### config.mk
export PLATFORM = sky130hd
export DESIGN_NAME = visual_escape_decoder
export DESIGN_NICKNAME = d
export VERILOG_FILES = /design/src/design/vesc_pkg.sv /design/src/design/vesc_decode.sv /design/src/design/vesc_outq.sv /design/src/design/visual_escape_decoder.sv
export SDC_FILE = /design/constraint.sdc
export NUM_CORES = 1
export LEC_CHECK = 0
export BUFFER_PORTS_ARGS = -buffer_cell sky130_fd_sc_hd__clkbuf_2
export CAP_MARGIN = 10
export CORE_MARGIN = 2
export CORE_UTILIZATION = 32
export CTS_BUF_LIST = sky130_fd_sc_hd__clkbuf_16
export DETAILED_ROUTE_END_ITERATION = 12
export PLACE_DENSITY = 0.47
export SKIP_LAST_GASP = 1
export SYNTH_ARGS = -nofsm -noshare
export SYNTH_HDL_FRONTEND = slang
export SYNTH_SLANG_ARGS = --single-unit
export TNS_END_PERCENT = 50
### constraint.sdc
create_clock -name clk -period 6.2 [get_ports clk]
set_input_delay 1.24 -clock clk [delete_from_list [all_inputs] [get_ports clk]]
set_output_delay 1.24 -clock clk [all_outputs]
set_load 0.02 [all_outputs]
### src/design/vesc_pkg.sv
`timescale 1ns / 1ps

package vesc_pkg;

	typedef struct packed {
		logic       kind;
		logic [7:0] data_byte;
	} in_item_t;

	typedef struct packed {
		logic [7:0] decoded_char;
		logic       outcome;
		logic       last;
	} out_item_t;

	// Sequence phases.
	localparam logic [2:0] PH_IDLE   = 3'd0;
	localparam logic [2:0] PH_BSLASH = 3'd1;
	localparam logic [2:0] PH_OCT1   = 3'd2;
	localparam logic [2:0] PH_OCT2   = 3'd3;
	localparam logic [2:0] PH_CARET  = 3'd4;
	localparam logic [2:0] PH_META   = 3'd5;
	localparam logic [2:0] PH_META_D = 3'd6;
	localparam logic [2:0] PH_META_C = 3'd7;

	// Outcome of decoding one byte.
	localparam logic [1:0] RES_NONE  = 2'd0;
	localparam logic [1:0] RES_VALID = 2'd1;
	localparam logic [1:0] RES_PUSH  = 2'd2;
	localparam logic [1:0] RES_ERROR = 2'd3;

	localparam logic KIND_DATA = 1'b0;
	localparam logic KIND_EOI  = 1'b1;

	localparam logic OUT_CHAR  = 1'b0;
	localparam logic OUT_ERROR = 1'b1;

	localparam logic [7:0] CH_BSLASH = 8'h5C;
	localparam logic [7:0] CH_CARET  = 8'h5E;
	localparam logic [7:0] CH_M      = 8'h4D;
	localparam logic [7:0] CH_DASH   = 8'h2D;
	localparam logic [7:0] CH_QUEST  = 8'h3F;
	localparam logic [7:0] CH_AT     = 8'h40;
	localparam logic [7:0] CH_0      = 8'h30;
	localparam logic [7:0] CH_7      = 8'h37;
	localparam logic [7:0] CH_N      = 8'h6E;
	localparam logic [7:0] CH_R      = 8'h72;
	localparam logic [7:0] CH_B      = 8'h62;
	localparam logic [7:0] CH_A      = 8'h61;
	localparam logic [7:0] CH_V      = 8'h76;
	localparam logic [7:0] CH_T      = 8'h74;
	localparam logic [7:0] CH_F      = 8'h66;
	localparam logic [7:0] CH_S      = 8'h73;
	localparam logic [7:0] CH_E      = 8'h45;
	localparam logic [7:0] ESC_CHAR  = 8'h1B;

	// Output queue behind the decoder.
	localparam int QDEPTH = 2;
	localparam int QPTR_W = $clog2(QDEPTH);
	localparam int QCNT_W = $clog2(QDEPTH + 1);

	typedef struct packed {
		logic [1:0] res;
		logic [7:0] ch;
		logic [2:0] phase;
		logic [5:0] accum;
	} step_t;

	typedef struct packed {
		logic [1:0] n;
		out_item_t  r0;
		out_item_t  r1;
	} push_t;

	typedef struct packed {
		push_t      push;
		logic [2:0] phase;
		logic [5:0] accum;
	} plan_t;

	function automatic step_t ctrl_letter(logic [7:0] b, logic hi);
		step_t r;
		r = '0;
		if (b == CH_QUEST) begin
			r.res = RES_VALID;
			r.ch  = {hi, 7'h7F};
		end else if (b < CH_AT || b[7]) begin
			r.res = RES_ERROR;
		end else begin
			r.res = RES_VALID;
			r.ch  = {hi, 2'b00, b[4:0]};
		end
		return r;
	endfunction

	function automatic step_t decode_byte(logic [2:0] ph, logic [5:0] acc, logic [7:0] b);
		step_t      r;
		step_t      c;
		logic       digit;
		logic [8:0] v;
		r       = '0;
		r.phase = PH_IDLE;
		r.accum = acc;
		digit   = (b >= CH_0) && (b <= CH_7);
		v       = {acc, b[2:0]};
		case (ph)
			PH_IDLE: begin
				if (b == CH_BSLASH) begin
					r.res   = RES_NONE;
					r.phase = PH_BSLASH;
				end else begin
					r.res = RES_VALID;
					r.ch  = b;
				end
			end
			PH_BSLASH: begin
				if (digit) begin
					r.accum = {3'b000, b[2:0]};
					r.phase = PH_OCT1;
				end else begin
					case (b)
						CH_CARET:  r.phase = PH_CARET;
						CH_M:      r.phase = PH_META;
						CH_DASH:   r.res = RES_NONE;
						CH_BSLASH: begin r.res = RES_VALID; r.ch = 8'h5C; end
						CH_N:      begin r.res = RES_VALID; r.ch = 8'h0A; end
						CH_R:      begin r.res = RES_VALID; r.ch = 8'h0D; end
						CH_B:      begin r.res = RES_VALID; r.ch = 8'h08; end
						CH_A:      begin r.res = RES_VALID; r.ch = 8'h07; end
						CH_V:      begin r.res = RES_VALID; r.ch = 8'h0B; end
						CH_T:      begin r.res = RES_VALID; r.ch = 8'h09; end
						CH_F:      begin r.res = RES_VALID; r.ch = 8'h0C; end
						CH_S:      begin r.res = RES_VALID; r.ch = 8'h20; end
						CH_E:      begin r.res = RES_VALID; r.ch = ESC_CHAR; end
						default:   r.res = RES_ERROR;
					endcase
				end
			end
			PH_OCT1, PH_OCT2: begin
				r.accum = '0;
				if (!digit) begin
					r.res = RES_PUSH;
					r.ch  = {2'b00, acc};
				end else if (ph == PH_OCT1) begin
					r.accum = v[5:0];
					r.phase = PH_OCT2;
				end else begin
					r.res = RES_VALID;
					r.ch  = v[7:0];
				end
			end
			PH_CARET: begin
				c     = ctrl_letter(b, 1'b0);
				r.res = c.res;
				r.ch  = c.ch;
			end
			PH_META: begin
				if (b == CH_CARET) begin
					r.phase = PH_META_C;
				end else if (b == CH_DASH) begin
					r.phase = PH_META_D;
				end else begin
					r.res = RES_ERROR;
				end
			end
			PH_META_D: begin
				r.res = RES_VALID;
				r.ch  = {1'b1, b[6:0]};
			end
			default: begin
				c     = ctrl_letter(b, 1'b1);
				r.res = c.res;
				r.ch  = c.ch;
			end
		endcase
		return r;
	endfunction

endpackage

### src/design/vesc_decode.sv
`timescale 1ns / 1ps

module vesc_decode
	import vesc_pkg::*;
(
	input  logic [2:0] phase,
	input  logic [5:0] accum,
	input  in_item_t   item,
	output plan_t      plan
);

	step_t p1;
	step_t p2;

	assign p1 = decode_byte(phase, accum, item.data_byte);
	// After an octal number is emitted the same byte is decoded again from idle.
	assign p2 = decode_byte(p1.phase, p1.accum, item.data_byte);

	always_comb begin
		plan = '0;
		plan.phase = PH_IDLE;
		plan.accum = '0;
		if (item.kind == KIND_EOI) begin
			if (phase == PH_OCT1 || phase == PH_OCT2) begin
				plan.push.n  = 2'd1;
				plan.push.r0 = '{decoded_char: {2'b00, accum}, outcome: OUT_CHAR, last: 1'b1};
			end else if (phase != PH_IDLE) begin
				plan.push.n  = 2'd1;
				plan.push.r0 = '{decoded_char: 8'h00, outcome: OUT_ERROR, last: 1'b1};
			end
		end else begin
			plan.phase = p1.phase;
			plan.accum = p1.accum;
			case (p1.res)
				RES_ERROR: begin
					plan.push.n  = 2'd1;
					plan.push.r0 = '{decoded_char: 8'h00, outcome: OUT_ERROR, last: 1'b1};
				end
				RES_VALID: begin
					plan.push.n  = 2'd1;
					plan.push.r0 = '{decoded_char: p1.ch, outcome: OUT_CHAR, last: 1'b1};
				end
				RES_PUSH: begin
					plan.phase   = p2.phase;
					plan.accum   = p2.accum;
					plan.push.r0 = '{decoded_char: p1.ch, outcome: OUT_CHAR, last: 1'b0};
					case (p2.res)
						RES_ERROR: begin
							plan.push.n  = 2'd2;
							plan.push.r1 = '{decoded_char: 8'h00, outcome: OUT_ERROR,
								last: 1'b1};
						end
						RES_VALID: begin
							plan.push.n  = 2'd2;
							plan.push.r1 = '{decoded_char: p2.ch, outcome: OUT_CHAR,
								last: 1'b1};
						end
						default: begin
							plan.push.n       = 2'd1;
							plan.push.r0.last = 1'b1;
						end
					endcase
				end
				default: begin
					plan.push.n = 2'd0;
				end
			endcase
		end
	end

endmodule

### src/design/vesc_outq.sv
`timescale 1ns / 1ps

module vesc_outq
	import vesc_pkg::*;
(
	input  logic              clk,
	input  logic              arst_n,
	input  push_t             push,
	input  logic              pop,
	output logic [QCNT_W-1:0] count,
	output out_item_t         head
);

	out_item_t         mem_q [QDEPTH];
	logic [QPTR_W-1:0] wr_ptr_q;
	logic [QPTR_W-1:0] rd_ptr_q;
	logic [QCNT_W-1:0] count_q;
	logic [QPTR_W-1:0] wr_ptr_nx1;

	assign wr_ptr_nx1 = wr_ptr_q + QPTR_W'(1);
	assign count      = count_q;
	assign head       = mem_q[rd_ptr_q];

	always_ff @(posedge clk) begin
		if (push.n != 2'd0) begin
			mem_q[wr_ptr_q] <= push.r0;
		end
		if (push.n == 2'd2) begin
			mem_q[wr_ptr_nx1] <= push.r1;
		end
	end

	always_ff @(posedge clk or negedge arst_n) begin
		if (!arst_n) begin
			wr_ptr_q <= '0;
			rd_ptr_q <= '0;
			count_q  <= '0;
		end else begin
			wr_ptr_q <= wr_ptr_q + QPTR_W'(push.n);
			rd_ptr_q <= rd_ptr_q + QPTR_W'(pop);
			count_q  <= count_q + QCNT_W'(push.n) - QCNT_W'(pop);
		end
	end

endmodule

### src/design/visual_escape_decoder.sv
`timescale 1ns / 1ps
// Visual escape decoder.
// Path: an accepted item is registered in the input stage; its results go into the output
// queue, a second result of an item together with the first, and are offered from there.
// Throughput: one item per cycle, limited by the two-entry output queue when an item
// gives two results or the consumer stalls.
// Reset clears the phase, the octal value and the queue pointers at once.

module visual_escape_decoder
	import vesc_pkg::*;
(
	input  logic      clk,
	input  logic      arst_n,
	input  logic      enc_valid,
	output logic      enc_stall,
	input  in_item_t  enc_item,
	output logic      dec_valid,
	input  logic      dec_stall,
	output out_item_t dec_item
);

	logic              valid_s1;
	in_item_t          item_s1;
	logic [2:0]        phase_q;
	logic [5:0]        accum_q;
	plan_t             plan;
	push_t             push;
	logic              pop;
	logic              advance;
	logic [QCNT_W-1:0] count;
	logic [QCNT_W:0]   need;
	logic [QCNT_W:0]   room;

	vesc_decode u_decode (
		.phase (phase_q),
		.accum (accum_q),
		.item  (item_s1),
		.plan  (plan)
	);

	assign pop       = dec_valid && !dec_stall;
	assign need      = (QCNT_W + 1)'(count) + (QCNT_W + 1)'(plan.push.n);
	assign room      = (QCNT_W + 1)'(QDEPTH) + (QCNT_W + 1)'(pop);
	assign advance   = valid_s1 && (need <= room);
	assign enc_stall = valid_s1 && !advance;

	always_comb begin
		push = plan.push;
		if (!advance) begin
			push.n = 2'd0;
		end
	end

	vesc_outq u_outq (
		.clk    (clk),
		.arst_n (arst_n),
		.push   (push),
		.pop    (pop),
		.count  (count),
		.head   (dec_item)
	);

	assign dec_valid = (count != '0);

	always_ff @(posedge clk) begin
		if (!enc_stall && enc_valid) begin
			item_s1 <= enc_item;
		end
	end

	always_ff @(posedge clk or negedge arst_n) begin
		if (!arst_n) begin
			valid_s1 <= 1'b0;
			phase_q  <= PH_IDLE;
			accum_q  <= '0;
		end else begin
			if (!enc_stall) begin
				valid_s1 <= enc_valid;
			end
			if (advance) begin
				phase_q <= plan.phase;
				accum_q <= plan.accum;
			end
		end
	end

endmodule

Yosys cells after proc, flatten, opt, wreduce, memory -nomap -nowiden
Memories as Yosys holds them, arrays and structs flattened.
Cells that the tools add are included.
{ "op_classes": {"mux": 50, "eq_ne": 32, "order_cmp": 4, "addsub": 7, "n_reduce_logical": 21} }
{ "op_table": {"columns": ["op", "n"], "rows": [
  ["8-bit by 7-bit equality test with 1-bit output, second input constant", 12],
  ["8-bit one-hot mux with 6 select lines", 2],
  ["7-bit one-hot mux with 10 select lines", 1],
  ["10-bit 2-to-1 mux", 5],
  ["19-bit 2-to-1 mux", 2],
  ["9-bit 2-to-1 mux", 4],
  ["8-bit 2-to-1 mux", 4],
  ["10-bit one-hot mux with 3 select lines", 1],
  ["12-bit 2-to-1 mux", 2],
  ["2-bit one-hot mux with 6 select lines", 2],
  ["3-bit one-hot mux with 4 select lines", 2],
  ["6-bit one-hot mux with 2 select lines", 2],
  ["10-bit one-hot mux with 2 select lines", 1],
  ["3-bit equality test, second input constant", 6],
  ["8-bit by 6-bit equality test with 1-bit output, second input constant", 2],
  ["3-bit by 2-bit equality test with 1-bit output, second input constant", 4],
  ["6-bit 2-to-1 mux", 2],
  ["11-bit 2-to-1 mux", 1],
  ["2-bit 2-to-1 mux", 5],
  ["10-bit OR reduction", 1],
  ["3-bit 2-to-1 mux", 3],
  ["2-bit equality test, second input constant", 4],
  ["8-bit by 6-bit greater-or-equal comparator with 1-bit output, second input constant", 1],
  ["8-bit by 6-bit <= comparator with 1-bit output, second input constant", 1],
  ["22 further kinds", 44]
]} }
{ "totals": {"n_memories": 1, "regBits": 23, "input_bits": 13, "ram_bits": 20} }
{ "mem_list": {"columns": ["name", "depth", "width", "rd", "rd_clocked_by_memory_dff", "write_ports", "line", "source"], "rows": [
  ["u_outq.mem_q", 2, 10, 1, 0, 2, "vesc_outq.sv:14", "out_item_t mem_q [QDEPTH];"]
]} }

Logic depth before layout (Yosys ltp)
{ "logic_depth": {"depth_word": 20, "ltp_mapped": 20, "mapped_depth_nobuf": 16} }

By module
Synthesis repeated with hierarchy kept, for this count alone.
{ "unflattened": {"cells_unflattened": 324, "hier_area_um2": 3393.3} }
{ "modules_own_cells": {"columns": ["mod", "instances", "cells_per_inst", "area_each_um2"], "rows": [
  ["vesc_decode", 1, 208, 1347.5],
  ["vesc_outq", 1, 73, 1260.0],
  ["visual_escape_decoder", 1, 43, 785.8]
]} }

Least setup slack after synthesis
OpenSTA, ideal clock, no wires.
{ "synth_timing": {"path_type": "flip-flop to flip-flop", "from": "register item_s1[1] (netlist name)", "to": "memory u_outq.mem_q[0][0] (netlist name), enable pin", "n_path_buf": 2, "arrival_ps": 3979, "slack_ps": 1828, "required_ps": 5807, "stages_incl_launch_ff": 15, "cell_sequence": "edfxtp_1 -> or4b_4 -> nor4_4 -> a211oi_1 -> a21o_1 -> a21boi_1 -> inv_1 -> ha_1 -> inv_1 -> ha_1 -> o31ai_1 -> or2_2 -> clkbuf_1 -> clkbuf_1 -> a211oi_1"} }
{ "synth_rtl": {"columns": ["item", "line", "source"], "rows": [
  ["from (decl)", "visual_escape_decoder.sv:23", "in_item_t item_s1;"],
  ["from (signal assigned)", "visual_escape_decoder.sv:67", "item_s1 <= enc_item;"],
  ["to (decl)", "vesc_outq.sv:14", null]
]} }

Final worst setup path
{ "layout_timing": {"from": "register item_s1[3] (netlist name)", "to": "output enc_stall"} }
{ "layout_between": {"elab_chain_len": 18, "word_cells_on_any_way": 64, "classes_between": "add/sub (1); order compare (4); eq/ne (25); mux (23); reduce/logical (11)"} }
{ "layout_lines": {"columns": ["item", "line", "source"], "rows": [
  ["8-bit by 6-bit greater-or-equal comparator with 1-bit output, or another cell as far along", "vesc_pkg.sv:104", "digit = (b >= CH_0) && (b <= CH_7);"],
  ["1-bit logical AND, or another cell as far along", "vesc_pkg.sv:104", null],
  ["9-bit 2-to-1 mux, or another cell as far along", "vesc_pkg.sv:141", "if (!digit) begin"],
  ["3-bit one-hot mux with 4 select lines", "vesc_pkg.sv:106", "case (ph)"],
  ["3-bit by 2-bit equality test with 1-bit output", "vesc_pkg.sv:106, vesc_pkg.sv:144", null],
  ["9-bit 2-to-1 mux", "vesc_pkg.sv:144", "end else if (ph == PH_OCT1) begin"],
  ["10-bit 2-to-1 mux", "vesc_pkg.sv:141", null],
  ["2-bit one-hot mux with 6 select lines", "vesc_pkg.sv:106", null],
  ["(+2 left out)", null, null],
  ["2-bit 2-to-1 mux", "vesc_decode.sv:47", "case (p2.res)"],
  ["2-bit one-hot mux with 2 select lines *", "vesc_decode.sv:34", "case (p1.res)"],
  ["12-bit 2-to-1 mux *", "vesc_decode.sv:23", "if (item.kind == KIND_EOI) begin"],
  ["2-bit by 2-bit adder with 3-bit output *", "visual_escape_decoder.sv:42", "assign need = (QCNT_W + 1)'(count) + (QCNT_W + 1)'(plan.push.n);"],
  ["3-bit <= comparator *", "visual_escape_decoder.sv:44", "assign advance = valid_s1 && (need <= room);"],
  ["1-bit logical AND *", "visual_escape_decoder.sv:44", null],
  ["1-bit logical NOT *", null, null],
  ["1-bit logical AND *", "visual_escape_decoder.sv:45", "assign enc_stall = valid_s1 && !advance;"],
  ["to (decl)", "visual_escape_decoder.sv:15", "output logic enc_stall,"]
]} }
Every way passes the cells marked *; elsewhere a longest branch is shown, timed or not.

==> impl_metrics.csv <==
group,metric,value,unit
timing,relSlewSlack,43.3,%
worst_setup_path,worstSetupStartpointType,"flop",
finish,final_cell_mix,"nor2_1, edfxtp_1, o21ai_0, clkbuf_2",
drt,wl_per_cell,20.3,µm
finish,antenna_cells,0,
grt,antenna_found_initial,0,
grt,gr-total-overflow,0,
timing,fin_skew,0.00471,ns
power_and_ir_drop,p_sw_share,42.3,%
grt,grt_pass1_vias,3171,
worst_setup_path,cp-end-kind,"primary output",
grt,grt_max_degree,24,
worst_setup_path,cpMostUsedCell,"inv_1",
clocking,cts-buffers-inserted,5,
power_and_ir_drop,p_leak,1.46,nW
floorplan,io-pin-count,25,
clocking,cts_resized,0,
floorplan,core,10900,µm²
hold_path,hold_depth,2,
power_and_ir_drop,pwr-share-seq,37.0,%
floorplan,die_area,12200,µm²
drt,ant_nets,0,
logic_synthesis,synthCells,393,
finish,post_route_cells_drive_above_1_share,20.3,%
logic_synthesis,ys_seq_elements,43,
timing,slew_viol_final,0,
grt,grt_first_pass_wirelength,18.1,mm
grt,grt_use_total,18.2,%
worst_setup_path,r2r_start,"item_s1[3]",
timing,finalSetupViolCount,0,
power_and_ir_drop,power.switching,0.567,mW
hold_path,holdPathEnd,"valid_s1",
power_and_ir_drop,p_int,0.775,mW
place,dpl.hpwl,8.26,mm
finish,flow.area_growth_from_synthesis,9.12,%
clocking,cts_sinks,43,
finish,layout.cells.most_common,"nor2_1",
drt,drtPass1Iterations,5,
logic_synthesis,synth_edf_count,29,
timing,hold_viol_final,0,
floorplan,start_util,33.1,%
drt,wirelength,11.0,mm
outcome,status,"finished clean",
worst_setup_path,cpPeakStageDelay,0.63,ns
worst_setup_path,required,4.96,ns
timing,fin_setup_tns,0,ns
timing,rsz0062_at_grt,"no",
logic_synthesis,synthArstFlopShare,32.6,%
timing,tightest_slew,0.843,ns
hold_path,min_from,"valid_s1",
logic_synthesis,synth_area,3620,µm²
clocking,clock_tree.root_cell,"clkbuf_16",
floorplan,die_w,110,µm
job,drv_cap,0,
drt,via_count,3329,
power_and_ir_drop,ir_worst_vdd,0.000162,V
clocking,cts_htree_levels,2,
clocking,clock_latency,0.28,ns
hold_path,hold_class,"reg -> reg",
clocking,cts_tree,"done",
power_and_ir_drop,pwr-share-clk,19.0,%
floorplan,die_h,110,µm
power_and_ir_drop,p_total,1.34,mW
logic_synthesis,yosysWarnings,0,
floorplan,std_cell_rows,38,
worst_setup_path,worstReg2RegEnd,"u_outq.count[1]",
clocking,hold_buffers,0,
clocking,cts_buffer_depth,2,
timing,period_needed,5.71,ns
power_and_ir_drop,comb_power_share,43.9,%
drt,drc,0,
timing,setup_ws,0.494,ns
worst_setup_path,crit_arrival,4.47,ns
worst_setup_path,slowest_stage,"edfxtp_1",
logic_synthesis,ys_types,87,
finish,final_nets,420,
clocking,clk_pin_slew_worst_paths,0.06,ns
worst_setup_path,reg2reg_depth,16,
worst_setup_path,critPathKind,"reg -> out",
logic_synthesis,yosysSeqAreaShare,33.7,%
worst_setup_path,cp_cell_sequence,"nand3b_1 > nor3_1 > a221o_2 > nor2_1 > a21boi_1 > inv_1 > ha_1 > inv_1 > fa_1 > o31ai_1 > nand2_1 > inv_1 > clkbuf_2",
worst_setup_path,crit_path_max_fanout,15,
drt,first_iter_violations,374,
logic_synthesis,synth_ff_type,"edfxtp_1",
place,pre_cts_slack,0.884,ns
drt,viasPerCell,6.13,
worst_setup_path,r2r_slack,1.19,ns
timing,max_clock_freq,175,MHz
place,globalplace.congestion,0.887,
timing,period_share,92.0,%
logic_synthesis,syn-num-nets,411,
logic_synthesis,avgSynthCellArea,9.22,µm²
place,io_buffer_count,24,
power_and_ir_drop,power_density,339,nW/µm²
clocking,postCtsSetupRepairBufs,0,
## synth_stat cells, types with 7 or more instances
library cell | number | area [µm²]
dfrtp_1 | 14 | 350
inv_1 | 17 | 63.8
o21ai_1 | 7 | 35.0
o21ai_0 | 26 | 130
clkbuf_1 | 13 | 48.8
nor2_1 | 33 | 124
buf_2 | 10 | 50.1
a31oi_1 | 7 | 43.8
nand2_1 | 18 | 67.6
nor3_1 | 10 | 50.1
edfxtp_1 | 29 | 871
a211oi_1 | 7 | 52.6
mux2_2 | 10 | 113
a21oi_1 | 17 | 85.1
## final cells by class
type / instances / area (µm²)
Inverter: 17 / 63.8
Tap cell: 140 / 175
Sequential cell: 43 / 1220
Timing Repair Buffer: 37 / 218
Multi-Input combinational cell: 298 / 2130
Clock inverter: 3 / 16.3
Fill cell: 1125 / 6980
Clock buffer: 5 / 125
## worst max-delay path by stage
stage                    start  slack [ns]            endpoint
floorplan           item_s1[1]        1.83  u_outq.mem_q[0][0]
global placement    item_s1[3]        0.91           enc_stall
detailed placement  item_s1[3]        0.88           enc_stall
CTS                 item_s1[3]        0.55           enc_stall
global route        item_s1[3]        0.13           enc_stall
finish              item_s1[3]        0.49           enc_stall
## cells by family (layout without fill, tap and decap cells)
family | Yosys count | in the layout | synth area share (%)
muxes | 15 | 15 | 4.49
buffers and inverters | 52 | 62 | 7.39
and+or+nand+nor | 139 | 139 | 24.3
adders and majority gates | 5 | 5 | 1.93
DFF | 43 | 43 | 33.7
AOI/OAI and AO/OA | 133 | 133 | 26.7
xor gates and xnor gates | 6 | 6 | 1.45
## metal layers
layer | routed length (µm) | global-route usage (%) | up-vias
met4 | 256 | 4.92 | 0
met3 | 775 | 3.84 | 22
met1 | 4930 | 25.2 | 1639
met5 | 0 | 0 | -
li1 | - | - | 1537
met2 | 5050 | 28.8 | 131
## state kept, by name (all words and copies together) (netlist names)
name             flops
u_outq.mem_q        20
item_s1              9
accum_q              6
phase_q              3
u_outq.count         2
u_outq.rd_ptr_q      1
u_outq.wr_ptr_q      1
valid_s1             1
## power groups by stage
| stage | registers (mW) | clock network (mW) | logic [mW] |
|---|---|---|---|
| after detailed placement | 0.501 | 0 | 0.589 |
| final | 0.497 | 0.255 | 0.590 |
| after global routing | 0.509 | 0.279 | 0.655 |
| after floorplan | 0.438 | 0 | 0.484 |
| after CTS | 0.496 | 0.264 | 0.591 |
| after global placement | 0.499 | 0 | 0.591 |
## critical path: cells and delay by family (launching register included)
kind,cells,cell delay [ns]
simple gates,4,1.39
fa+ha+maj,2,0.59
buf+inv,4,0.39
compound gates,3,1.19
flops,1,0.63
## stage by stage
stage / utilization, % / hold slack, ns / instance area [µm²] / instances
3_3_place_gp: 34.9 / 0.508 / 3810 / 535
5_1_grt: 36.2 / 0.593 / 3950 / 543
2_1_floorplan: - / 0.480 / 3620 / 393
4_1_cts: 36.2 / 0.541 / 3950 / 543
3_5_place_dp: 34.9 / 0.526 / 3810 / 535
6_report: 36.2 / 0.531 / 3950 / 543
No activity file was read; power rests on OpenSTA's default activity.
